==> config.mk <==
export PLATFORM = sky130hd
export DESIGN_NAME = pst_ram
export DESIGN_NICKNAME = d
export VERILOG_FILES = /design/src/rtl/pst_ram.sv
export SDC_FILE = /design/constraint.sdc
export NUM_CORES = 1
export LEC_CHECK = 0
export BUFFER_PORTS_ARGS = -buffer_cell sky130_fd_sc_hd__buf_2
export CAP_MARGIN = 20
export CORE_MARGIN = 4
export CORE_UTILIZATION = 54
export CTS_CLUSTER_DIAMETER = 150
export DETAILED_ROUTE_END_ITERATION = 10
export GPL_TIMING_DRIVEN = 0
export PLACE_DENSITY = 0.81
export SLEW_MARGIN = 10
export SYNTH_ARGS = -nofsm -noshare
export SYNTH_HDL_FRONTEND = slang
export SYNTH_SLANG_ARGS = --single-unit
export TNS_END_PERCENT = 100
==> constraint.sdc <==
create_clock -name i_clk -period 1.9 [get_ports i_clk]
set_clock_uncertainty 0.05 [all_clocks]
set_input_delay 0.38 -clock i_clk [delete_from_list [all_inputs] [get_ports i_clk]]
set_output_delay 0.38 -clock i_clk [all_outputs]
set_load 0.02 [all_outputs]
==> src/rtl/pst_ram.sv <==
module pst_ram #(
    parameter int W = 8,
    parameter int D = 16
) (
    input  logic                 i_clk,
    input  logic                 i_we,
    input  logic [$clog2(D)-1:0] i_waddr,
    input  logic [W-1:0]         i_wdata,
    input  logic [$clog2(D)-1:0] i_raddr,
    output logic [W-1:0]         o_rdata
);
    logic [W-1:0] r_mem [D];

    always_ff @(posedge i_clk) begin
        if (i_we) begin
            r_mem[i_waddr] <= i_wdata;
        end
        o_rdata <= r_mem[i_raddr];
    end
endmodule

==> impl_metrics.env <==
export IMPL_leakage_uw=0.00203
export IMPL_cts_root_buf="clkbuf_8"
export IMPL_synth_edff_count=128
export IMPL_synth_top_family_by_area="multiplexers"
export IMPL_multi_input_area_um2=1060
export IMPL_ys_flop_type="edfxtp_1"
export IMPL_drtAntennaViolNets=0
export IMPL_rrSetupSlack_ns=0.44
export IMPL_finalHoldViolations=0
export IMPL_clock_path_buffers=2
export IMPL_wirelength_mm=10.3
export IMPL_finalSetupViolCount=0
export IMPL_tightestPinTransition_ns=0.841
export IMPL_grt_pass1_vias=2532
export IMPL_yosys_area_share_adder=0
export IMPL_synth_async_reset_ratio=0
export IMPL_path_buf_inv=1
export IMPL_port_buffers=24
export IMPL_io_pins=26
export IMPL_ir_drop_mv=0.669
export IMPL_yosysSeqAreaShare=0.778
export IMPL_yosysUniqueCellTypes=19
export IMPL_place_ws_ns=-0.231
export IMPL_synth_area_um2=5150
export IMPL_synth_compound_area_share=0.0233
export IMPL_cts_buffers=17
export IMPL_p_per_area_nw_per_um2=1130
export IMPL_worst_setup_path_end_kind="flop"
export IMPL_cap_violations=0
export IMPL_die_area_um2=11200
export IMPL_synth_nets=247
export IMPL_synth_common_cells="edfxtp_1 (128), mux4_2 (18), a22oi_1 (16)"
export IMPL_antennaDiodeCount=0
export IMPL_place_area_um2=5450
export IMPL_dp_hpwl_mm=6.04
export IMPL_cts_setup_buffers=0
export IMPL_coreArea_um2=9240
export IMPL_rows=35
export IMPL_fin_crit_sh=0.854
export IMPL_ctsResizeCount=0
export IMPL_ys_ff_latch=136
export IMPL_cts_tree="built"
export IMPL_crit_type="in -> reg"
export IMPL_htreeDepth=4
export IMPL_grt_first_pass_wirelength_mm=15.5
export IMPL_synth_top_area_frac=0.747
export IMPL_crit_slowest_cell="nor2_1"
export IMPL_synthMuxAreaShare=0.150
export IMPL_ys_warnings_count=0
export IMPL_gr_total_overflow=0
export IMPL_die_x_um=106
export IMPL_yosysMostFrequentCell="edfxtp_1"
export IMPL_grt_max_degree=17
export IMPL_synth_simple_area_share=0.0318
export IMPL_crit_chain="buf_2 > or3b_2 > nor2_1"
export IMPL_hold_buffers=0
export IMPL_seqCellArea_um2=4000
export IMPL_design_area_um2=6010
export IMPL_area_delta_synth_final_pct=16.7
export IMPL_outcome="complete, no violations"
export IMPL_drt_iter0_markers=269
export IMPL_netlist_instances=229
export IMPL_wl_per_cell_um=24.6
export IMPL_arrival_ns=1.71
export IMPL_grt_setup_unrepaired="no"
export IMPL_start_util=0.557
export IMPL_timing_slew_headroom=0.437
export IMPL_drive_gt1_frac=0.288
export IMPL_fmax_mhz=616
export IMPL_layout_setup_ws_ns=0.276
export IMPL_drc=0
export IMPL_grtUsageTotal=0.200
export IMPL_whs_ns=0.219
export IMPL_globalplace_congestion=0.702
export IMPL_n_fill_cell=595
export IMPL_cp_start_kind="primary input"
export IMPL_cpLargestDelayFamily="simple AND/OR/NAND/NOR gates"
export IMPL_total_power_uw=6800
export IMPL_synth_largest_area_cell="edfxtp_1"
export IMPL_fin_crit_ns=1.62
export IMPL_min_path_type="in -> reg"
export IMPL_nets=293
export IMPL_antenna_found_initial=0
export IMPL_synthXorXnorAreaFrac=0
export IMPL_slew_viol_final=0
export IMPL_syn_area_per_cell_um2=22.5
export IMPL_fin_setup_tns_ns=0
export IMPL_vias=2493
export IMPL_cts_sinks=136
export IMPL_first_pass_iters=5
export IMPL_path_max_fanout=8
export IMPL_worst_ep_required_time_ns=1.99
export IMPL_die_h_um=106
export IMPL_clkTransAtPathRegs_ns=0.06
export IMPL_synth_area_top_cells="edfxtp_1 (75%), mux4_2 (7.9%), mux4_1 (7.1%)"
export IMPL_clk_latency_ns=0.51
export IMPL_via_per_inst=5.98
export IMPL_slowest_delay_ns=0.67
-- routing by layer --
| layer | vias to the layer above | global-route usage | part of all wire |
|---|---|---|---|
| li1 | 1066 | - | - |
| met3 | 18 | 0.0484 | 0.065 |
| met5 | - | 0 | 0 |
| met2 | 151 | 0.320 | 0.51 |
| met4 | 0 | 0.0860 | 0.020 |
| met1 | 1258 | 0.267 | 0.40 |
-- power breakdown --
part | switching (µW) | leakage, µW | internal [µW]
Clock | 1120 | 0.000279 | 1960
Combinational | 208 | 0.000532 | 134
Sequential | 17.4 | 0.00122 | 3360
-- cells by family (layout without fill, tap and decap cells) --
logic type	after synthesis	after routing
flip-flops	136	136
AND/OR/NAND/NOR	35	35
multiplexers	32	32
AO/OA/AOI/OAI	16	16
buffers and inverters	10	69
-- stage by stage --
stage | utilization | cells
6_report | 0.650 | 417
4_1_cts | 0.650 | 416
3_3_place_gp | 0.588 | 382
3_5_place_dp | 0.589 | 384
2_1_floorplan | - | 229
5_1_grt | 0.650 | 417
-- worst paths after layout --
| path | start | end | cells past startpoint |
|---|---|---|---|
| hold / removal | i_wdata[7] | r_mem[5][7]$_DFFE_PP_ | 1 |
| hold reg to reg | r_mem[11][3]$_DFFE_PP_ | o_rdata[3]$_DFF_P_ | 3 |
| setup reg to reg | r_mem[1][0]$_DFFE_PP_ | o_rdata[0]$_DFF_P_ | 3 |
| setup / recovery | i_waddr[2] | r_mem[1][1]$_DFFE_PP_ | 3 |
-- cells in the final DEF (no fill, tap or decap), drive strengths merged --
cell type	Yosys	layout
nand2b	2	2
buf	7	33
or3b	1	1
and2	1	1
nand2	9	9
and2b	1	1
dfxtp	8	8
nand3b	2	2
nand3	1	1
mux4	32	32
nor3	4	4
nor2	13	13
clkinv	0	10
clkdlybuf4s25	3	3
bufinv	0	3
edfxtp	128	128
clkbuf	0	20
nor2b	1	1
a22oi	16	16
-- flip-flops by register name (all words and copies together) (netlist names) --
register and flops:
o_rdata 8, r_mem 128
-- final cells by class --
type | count | share of cell area
multi-input cells | 83 | 0.177
clock inverters | 13 | 0.0225
clock buffers | 19 | 0.0702
well taps | 129 | 0.0269
flip-flops and latches | 136 | 0.666
plain buffers | 10 | 0.0144
repair buffers | 27 | 0.0229
Note: power is estimated with default switching activity, not from simulation.
